==> config.mk <==
export PLATFORM = sky130hd
export DESIGN_NAME = pnguf_seq
export DESIGN_NICKNAME = d
export VERILOG_FILES = /design/src/rtl/pnguf_pkg.sv /design/src/rtl/pnguf_seq.sv
export SDC_FILE = /design/constraint.sdc
export NUM_CORES = 1
export LEC_CHECK = 0
export BUFFER_PORTS_ARGS = -buffer_cell sky130_fd_sc_hd__buf_4
export CAP_MARGIN = 40
export CORE_ASPECT_RATIO = 1.2
export CORE_UTILIZATION = 53
export DETAILED_ROUTE_END_ITERATION = 16
export PLACE_DENSITY = 0.85
export SLEW_MARGIN = 10
export SYNTH_ARGS = -nofsm -noshare
export SYNTH_HDL_FRONTEND = slang
export SYNTH_SLANG_ARGS = --single-unit
export TNS_END_PERCENT = 30
==> constraint.sdc <==
create_clock -name clk -period 4.6 [get_ports clk]
set_clock_uncertainty 0.05 [all_clocks]
set_input_delay 0.69 -clock clk [delete_from_list [all_inputs] [get_ports clk]]
set_output_delay 0.69 -clock clk [all_outputs]
set_load 0.005 [all_outputs]
==> src/rtl/pnguf_pkg.sv <==
// ----------------------------------------------------------------------------
// pnguf_pkg
// Shared constants, types and the Paeth predictor for the scanline unfilter.
// ----------------------------------------------------------------------------
package pnguf_pkg;

	localparam int MAX_WIDTH   = 4096;
	localparam int STORE_BYTES = MAX_WIDTH * 4;
	localparam int ADDR_W      = $clog2(STORE_BYTES);
	localparam int COL_W       = ADDR_W + 1;
	localparam int WIDTH_W     = 13;
	localparam int HEIGHT_W    = 16;
	localparam int CFG_IDX_W   = 2;
	localparam int CFG_DATA_W  = 16;

	typedef enum logic [CFG_IDX_W-1:0] {
		CFG_IMAGE_WIDTH  = 2'd0,
		CFG_IMAGE_HEIGHT = 2'd1
	} cfg_reg_t;

	typedef enum logic [2:0] {
		FILT_NONE  = 3'd0,
		FILT_SUB   = 3'd1,
		FILT_UP    = 3'd2,
		FILT_AVG   = 3'd3,
		FILT_PAETH = 3'd4
	} filt_t;

	// One accepted word as it enters the reconstruction stage
	typedef struct packed {
		logic              is_filter;
		logic              bad;
		filt_t             filt;
		logic              row0;
		logic              eor;
		logic              eoi;
		logic [ADDR_W-1:0] pos;
		logic [7:0]        x;
	} item_t;

	function automatic logic [7:0] paeth(input logic [7:0] a, input logic [7:0] b,
			input logic [7:0] c);
		logic [7:0] pa;
		logic [7:0] pb;
		logic [8:0] s;
		logic [8:0] cc;
		logic [8:0] pc;
		pa = (b > c) ? (b - c) : (c - b);
		pb = (a > c) ? (a - c) : (c - a);
		s  = {1'b0, a} + {1'b0, b};
		cc = {c, 1'b0};
		pc = (s > cc) ? (s - cc) : (cc - s);
		if (pa <= pb && {1'b0, pa} <= pc) begin
			return a;
		end else if ({1'b0, pb} <= pc) begin
			return b;
		end
		return c;
	endfunction

endpackage

==> src/rtl/pnguf_seq.sv <==
// ----------------------------------------------------------------------------
// pnguf_seq
// Row and column sequencer: configuration, filter byte decode, row edges.
// ----------------------------------------------------------------------------
module pnguf_seq (
	input  logic                             clk,
	input  logic                             arst_n,
	input  logic                             cfg_we,
	input  logic [pnguf_pkg::CFG_IDX_W-1:0]  cfg_index,
	input  logic [pnguf_pkg::CFG_DATA_W-1:0] cfg_data,
	input  logic                             accept,
	input  logic [7:0]                       data_byte,
	input  logic                             image_start,
	output pnguf_pkg::item_t                 item
);

	logic [pnguf_pkg::COL_W-1:0]    len_q;
	logic [pnguf_pkg::HEIGHT_W-1:0] rows_q;
	logic [pnguf_pkg::COL_W-1:0]    col_q;
	logic [pnguf_pkg::HEIGHT_W-1:0] row_q;
	logic                           row_bad_q;
	pnguf_pkg::filt_t               row_filter_q;

	logic [pnguf_pkg::WIDTH_W-1:0]  w_raw;
	logic [pnguf_pkg::WIDTH_W-1:0]  w_clamp;
	logic [pnguf_pkg::HEIGHT_W-1:0] h_raw;
	logic [pnguf_pkg::COL_W-1:0]    col_eff;
	logic [pnguf_pkg::HEIGHT_W-1:0] row_eff;
	logic [pnguf_pkg::COL_W-1:0]    col_m1;
	logic                           is_filter;
	logic                           bad_byte;
	logic                           last_row;

	// Clamp the width into the range the line store covers
	always_comb begin
		w_raw = cfg_data[pnguf_pkg::WIDTH_W-1:0];
		h_raw = cfg_data[pnguf_pkg::HEIGHT_W-1:0];
		if (w_raw == '0) begin
			w_clamp = pnguf_pkg::WIDTH_W'(1);
		end else if (w_raw > pnguf_pkg::WIDTH_W'(pnguf_pkg::MAX_WIDTH)) begin
			w_clamp = pnguf_pkg::WIDTH_W'(pnguf_pkg::MAX_WIDTH);
		end else begin
			w_clamp = w_raw;
		end
	end

	always_ff @(posedge clk or negedge arst_n) begin
		if (!arst_n) begin
			len_q  <= pnguf_pkg::COL_W'(4);
			rows_q <= pnguf_pkg::HEIGHT_W'(1);
		end else if (cfg_we) begin
			case (pnguf_pkg::cfg_reg_t'(cfg_index))
				pnguf_pkg::CFG_IMAGE_WIDTH: begin
					len_q <= pnguf_pkg::COL_W'(w_clamp) << 2;
				end
				pnguf_pkg::CFG_IMAGE_HEIGHT: begin
					rows_q <= (h_raw == '0) ? pnguf_pkg::HEIGHT_W'(1) : h_raw;
				end
				default: begin
				end
			endcase
		end
	end

	always_comb begin
		col_eff   = image_start ? '0 : col_q;
		row_eff   = image_start ? '0 : row_q;
		col_m1    = col_eff - pnguf_pkg::COL_W'(1);
		is_filter = (col_eff == '0);
		bad_byte  = (data_byte > 8'(pnguf_pkg::FILT_PAETH));
		last_row  = ({1'b0, row_eff} + 17'd1) >= {1'b0, rows_q};

		item.is_filter = is_filter;
		item.x         = data_byte;
		item.row0      = (row_eff == '0);
		if (is_filter) begin
			item.bad  = bad_byte;
			item.filt = bad_byte ? pnguf_pkg::FILT_NONE : pnguf_pkg::filt_t'(data_byte[2:0]);
			item.eor  = 1'b0;
			item.eoi  = 1'b0;
			item.pos  = '0;
		end else begin
			item.bad  = row_bad_q;
			item.filt = row_filter_q;
			item.eor  = (col_eff >= len_q);
			item.eoi  = (col_eff >= len_q) && last_row;
			item.pos  = col_m1[pnguf_pkg::ADDR_W-1:0];
		end
	end

	always_ff @(posedge clk or negedge arst_n) begin
		if (!arst_n) begin
			col_q        <= '0;
			row_q        <= '0;
			row_bad_q    <= 1'b0;
			row_filter_q <= pnguf_pkg::FILT_NONE;
		end else if (accept) begin
			if (is_filter) begin
				row_bad_q    <= item.bad;
				row_filter_q <= item.filt;
				col_q        <= pnguf_pkg::COL_W'(1);
				row_q        <= row_eff;
			end else if (item.eor) begin
				col_q <= '0;
				row_q <= last_row ? '0 : (row_eff + pnguf_pkg::HEIGHT_W'(1));
			end else begin
				col_q <= col_eff + pnguf_pkg::COL_W'(1);
				row_q <= row_eff;
			end
		end
	end

endmodule

== Word level (Yosys, flattened, before mapping) ==
Index checks and enable logic that the tools add are counted.
Word-level totals
  bits in latches: 0
  bits in writable memories: 0
  bits in registers: 64
  input bits: 31
  word-level logic and storage cells: 37
  memories kept: 0
  ROM bits: 0
Operators by class
  div/mod/pow operators: 0
  add/subtract/negate cells: 4
  multipliers: 0
  bitwise logic cells: 0
  shifts and indexed selects: 0
  reduce and logical (&&, ||, !) cells: 9
  $lt $le $gt $ge: 4
  muxes and demuxes: 13
  equality and inequality tests: 1
Operators with widths (number)
  $mux 16: 6
  $mux 15: 3
  $logic_not 16->1: 2
  $mux 13: 2
  $add 16x1->17 const B: 1
  $ge 17x16->1: 1
  $add 16x1->16 const B: 1
  $add 15x1->15 const B: 1
  $ge 15x15->1: 1
  $logic_not 15->1: 1
  $sub 14x1->14 const B: 1
  $gt 13x13->1 const B: 1
  $logic_not 13->1: 1
  $gt 8x3->1 const B: 1
  $reduce_and 2->1: 3
  $mux 4: 1
  $mux 3: 1
  $eq 2x1->1 const B: 1
  $logic_not 2->1: 1
  $logic_and 1x1->1: 1

== Longest topological paths before layout ==
  word-level depth: 7
  gate-level depth with buffers: 19
  depth with buffers taken out: 16

== Worst setup path before layout ==
Ideal clock, no wire load.
  path type: input -> output
  start: input image_start
  end: output item[22] (netlist bit)
  setup slack: 0.123 ns
  stages: 15
  path buffers: 4
  data arrival time: 3.737 ns
  cell sequence: buf_4 clkbuf_1 buf_1 buf_1 nor2b_1 ha_1 nand3_1 or3_1 a21oi_1 ha_1 a211oi_1 nor2_1 a2111oi_0 o211a_1 nor2b_1
RTL lines
  start: declaration: RTL line pnguf_seq.sv:13  | input logic image_start,
  end: declaration: RTL line pnguf_seq.sv:14  | output pnguf_pkg::item_t item

==> results.md <==
* Status: finished, final reports clean
* 1st-iter DRT viols at 227
* R2r setup slk at 0.95 ns
* # Post-CTS Setup Buffers at 0
* Net Count, Synth at ~560
* Largest fanout on the critical path at 11
* Gate Count Post-Synth at 494
* Leak Pwr at 2.40 nW
* Post-route DRC at 0
* Max Slew Vio Count at 0
* # port buffers at 60
* Worst path required time at 3.86 ns
* Final Util at 63.5%
* Critical path's slowest cell: nor3_1
* Yosys cell types at 64
* Number of setup violations in the final report at 0
* Sequential cell area fraction in the yosys report at 35.3%
* Reg2reg end: row_q[1]
* Layout cells sized above 1 at 21.5%
* Wire length per cell at between 15 and 20 um
* Syn Std Cell Area at around 4500 sq um
* EDFF count, synth at 0
* Synth warn at 0
* Final nets at 604
* Vias post-DR at 3,993
* Worst reg2reg path startpoint: row_q[0]
* CP max stage delay at 0.40 ns
* Reg2Reg Depth at 16
* Yosys reg bits at 64
* Crit path kind: in -> out
* Max clock buf depth at 2
* Share of flip-flops with an asynchronous set or reset at 100%
* Core area at between 8000 and 9000 sq um
* Crit path arrival time at around 3.6 ns
* Type of origin of the critical path: input pin
* Sum Neg Setup Slack at 0 ns
* Cell Pwr Density at 288 nW/um^2
* Final Cycle Share at 93.8%
* Row count at 36
* Pre-antenna DRT Iters at 5
* H-tree levels at 3
* RSZ-0062 raised after global routing: false
* IR drop worst, VDD at 252 uV
* GRT Total Usage at 27.1%
* Ordered list of cells on the worst path: buf_4 > inv_1 > nand2_1 > inv_1 > ha_1 > nand3_1 > nor3_1 > nand2_1 > xor2_1 > nor2_1 > ha_1 > nand3_1 > nor4b_1 > a22oi_1 > o211a_1 > nor2b_1 > buf_4
* Routability cong. at roughly 0.9
* Layout area overhead at 14.5%
* Boundary Pins at 61
* Psw at 0.000454 W
* ANT cells at 0
* Antenna Nets Post-Route at 0
* First-pass GRT wire length at 18,500 um
* Die Area at around 9000 sq um
* Internal Power at about 0.0010 W
* Sequential share of power at between 40 and 50%
* CTS tree: built
* Ys flop type: dfrtp_1
* Min Tclk post-route at 4.31 ns
* Vias/cell at 6.06
* Clk_lat worst skew at 0.36 ns
* Largest net degree at the start of global routing at 65
* CTS buffer count at 9
* Antenna violations before repair at 0
* CTS sink cnt at 64
* GR Overflow Total at 0
* Initial Util at 55.4%
* Crit path launch: image_start
* WL final at 11,500 um
* Vert. Die Dim at 103 um
* Die Width at 86.5 um
* Worst Hold Class: in -> async
* Comb power frac at 22.8%
* Worst setup path endpoint: item[22]
* Cts hold-fix bufs at 0
* Fmax at 232 MHz
* Clock slew at reported path FFs at 0.07 ns
* Mean Syn Cell Area at 9.20 sq um
* Least-Margin Pin Slew at 0.813 ns
* MaxCap Viol Count at 0
* Sw Share at between 30 and 40%
* Crit. End Element: output pin
* Filler Cell Count at 706
* Clock power share at 34.2%
* Relative slew slack at 45.8%
* Clk root buf: clkbuf_8
* Final Hold Fails at 0
* Vias in the first global route at 3,893
* DP HPWL at 8650 um
[synthesized netlist by cell type, types with 9 or more instances]
| cell | instances | area (sq um) |
|---|---|---|
| nand4_1 | 9 | 56.3 |
| nand2_1 | 34 | 128 |
| a22o_1 | 12 | 105 |
| xnor2_1 | 14 | 123 |
| nor4_1 | 11 | 68.8 |
| dfrtp_1 | 62 | 1550 |
| a32o_1 | 14 | 140 |
| inv_1 | 42 | 158 |
| nor2b_1 | 16 | 100 |
| o21ai_0 | 20 | 100 |
| buf_4 | 14 | 105 |
| nor3_1 | 9 | 45.0 |
| mux2_2 | 16 | 180 |
| nor2_1 | 31 | 116 |
| a21oi_1 | 27 | 135 |
| ha_1 | 33 | 413 |
| nand3_1 | 15 | 75.1 |
[power by group through the flow]
stage          Clock [W]  Combinational, W  Sequential (W)
2_1_floorplan          0          0.000218        0.000641
6_report        0.000513          0.000342        0.000643
4_1_cts         0.000513          0.000343        0.000642
3_3_place_gp           0          0.000323        0.000650
3_5_place_dp           0          0.000339        0.000653
5_1_grt         0.000540          0.000378        0.000648
[placed cells by master (no fill, tap or decap), types with 3 or more instances in the layout]
cell type,count
a21oi_1,27
xor2_1,7
ha_1,33
nand2b_1,6
nor3_1,9
a32o_1,14
or3_1,6
nand4_1,9
o2bb2ai_1,8
nand2_1,34
nand3_1,15
and3_1,7
a31o_1,3
xnor2_1,14
nand3b_1,6
nor2_1,31
a21o_1,6
nor2b_1,16
nor3b_1,4
mux2_2,16
buf_4,66
o21ai_0,20
o31ai_1,6
a22o_1,12
inv_1,42
clkbuf_8,11
nor4_1,11
dfrtp_1,62
[logic make-up (layout without fill, tap and decap cells)]
family          count (synthesis)  count (layout)  share of synthesized area, %
mux                            16              16                          3.96
flops                          64              64                          35.3
xor+xnor                       21              21                          4.05
fa+ha+maj                      33              33                          9.08
buf+inv                        74             125                          7.90
compound gates                118             118                          19.3
simple gates                  168             168                          20.4
[metrics by stage]
step | area [sq um] | hold slack, ns | cells | setup WS [ns] | power, W
finish | 5200 | 0.374 | 659 | 0.286 | 0.00150
global route | 5200 | 0.435 | 659 | 0.0300 | 0.00157
CTS | 5200 | 0.406 | 659 | 0.236 | 0.00150
detailed placement | 4990 | 0.430 | 643 | 0.287 | 0.000993
global placement | 4990 | 0.421 | 643 | 0.468 | 0.000973
floorplan | 4550 | 0.344 | 494 | 0.123 | 0.000859
[sequential cells by signal (all words and copies together) (netlist names)]
name / flops
len_q: 13
col_q: 15
rows_q: 16
row_filter_q: 3
row_q: 16
row_bad_q: 1
[per-layer routing]
metal | track usage [%] | part of all wire, %
met5 | 0 | 0
met4 | 14.1 | 3.5
met3 | 3.81 | 3.8
met2 | 49.6 | 52
met1 | 30.8 | 40
[worst min path at each step]
stage | to | slack [ns]
2_1_floorplan | col_q[0] | 0.34
3_3_place_gp | len_q[11] | 0.42
3_5_place_dp | len_q[13] | 0.43
4_1_cts | col_q[14] | 0.41
5_1_grt | len_q[6] | 0.43
6_report | col_q[13] | 0.37
[what timing repair did]
item	4_1_cts	5_1_grt
setup endpoints to repair	0	1
hold endpoints to repair	0	0
gates resized for setup	0	2
[worst max-delay path, delay by kind of cell]
kind            cells  cell delay (ns)
compound gates      2             0.30
xor+xnor            1             0.17
fa+ha+maj           2             0.51
buf+inv             4             0.47
simple gates        8             1.43
[cell type report]
type | count | area (sq um) | share of cell area (%)
flip-flops and latches | 64 | 1600 | 30.8
repair buffers | 66 | 495 | 9.52
well taps | 114 | 143 | 2.74
multi-input cells | 356 | 2590 | 49.8
clock inverters | 4 | 53.8 | 1.03
clock buffers | 12 | 155 | 2.98
inverters | 43 | 163 | 3.13
Power figures use the tool's default switching activity.
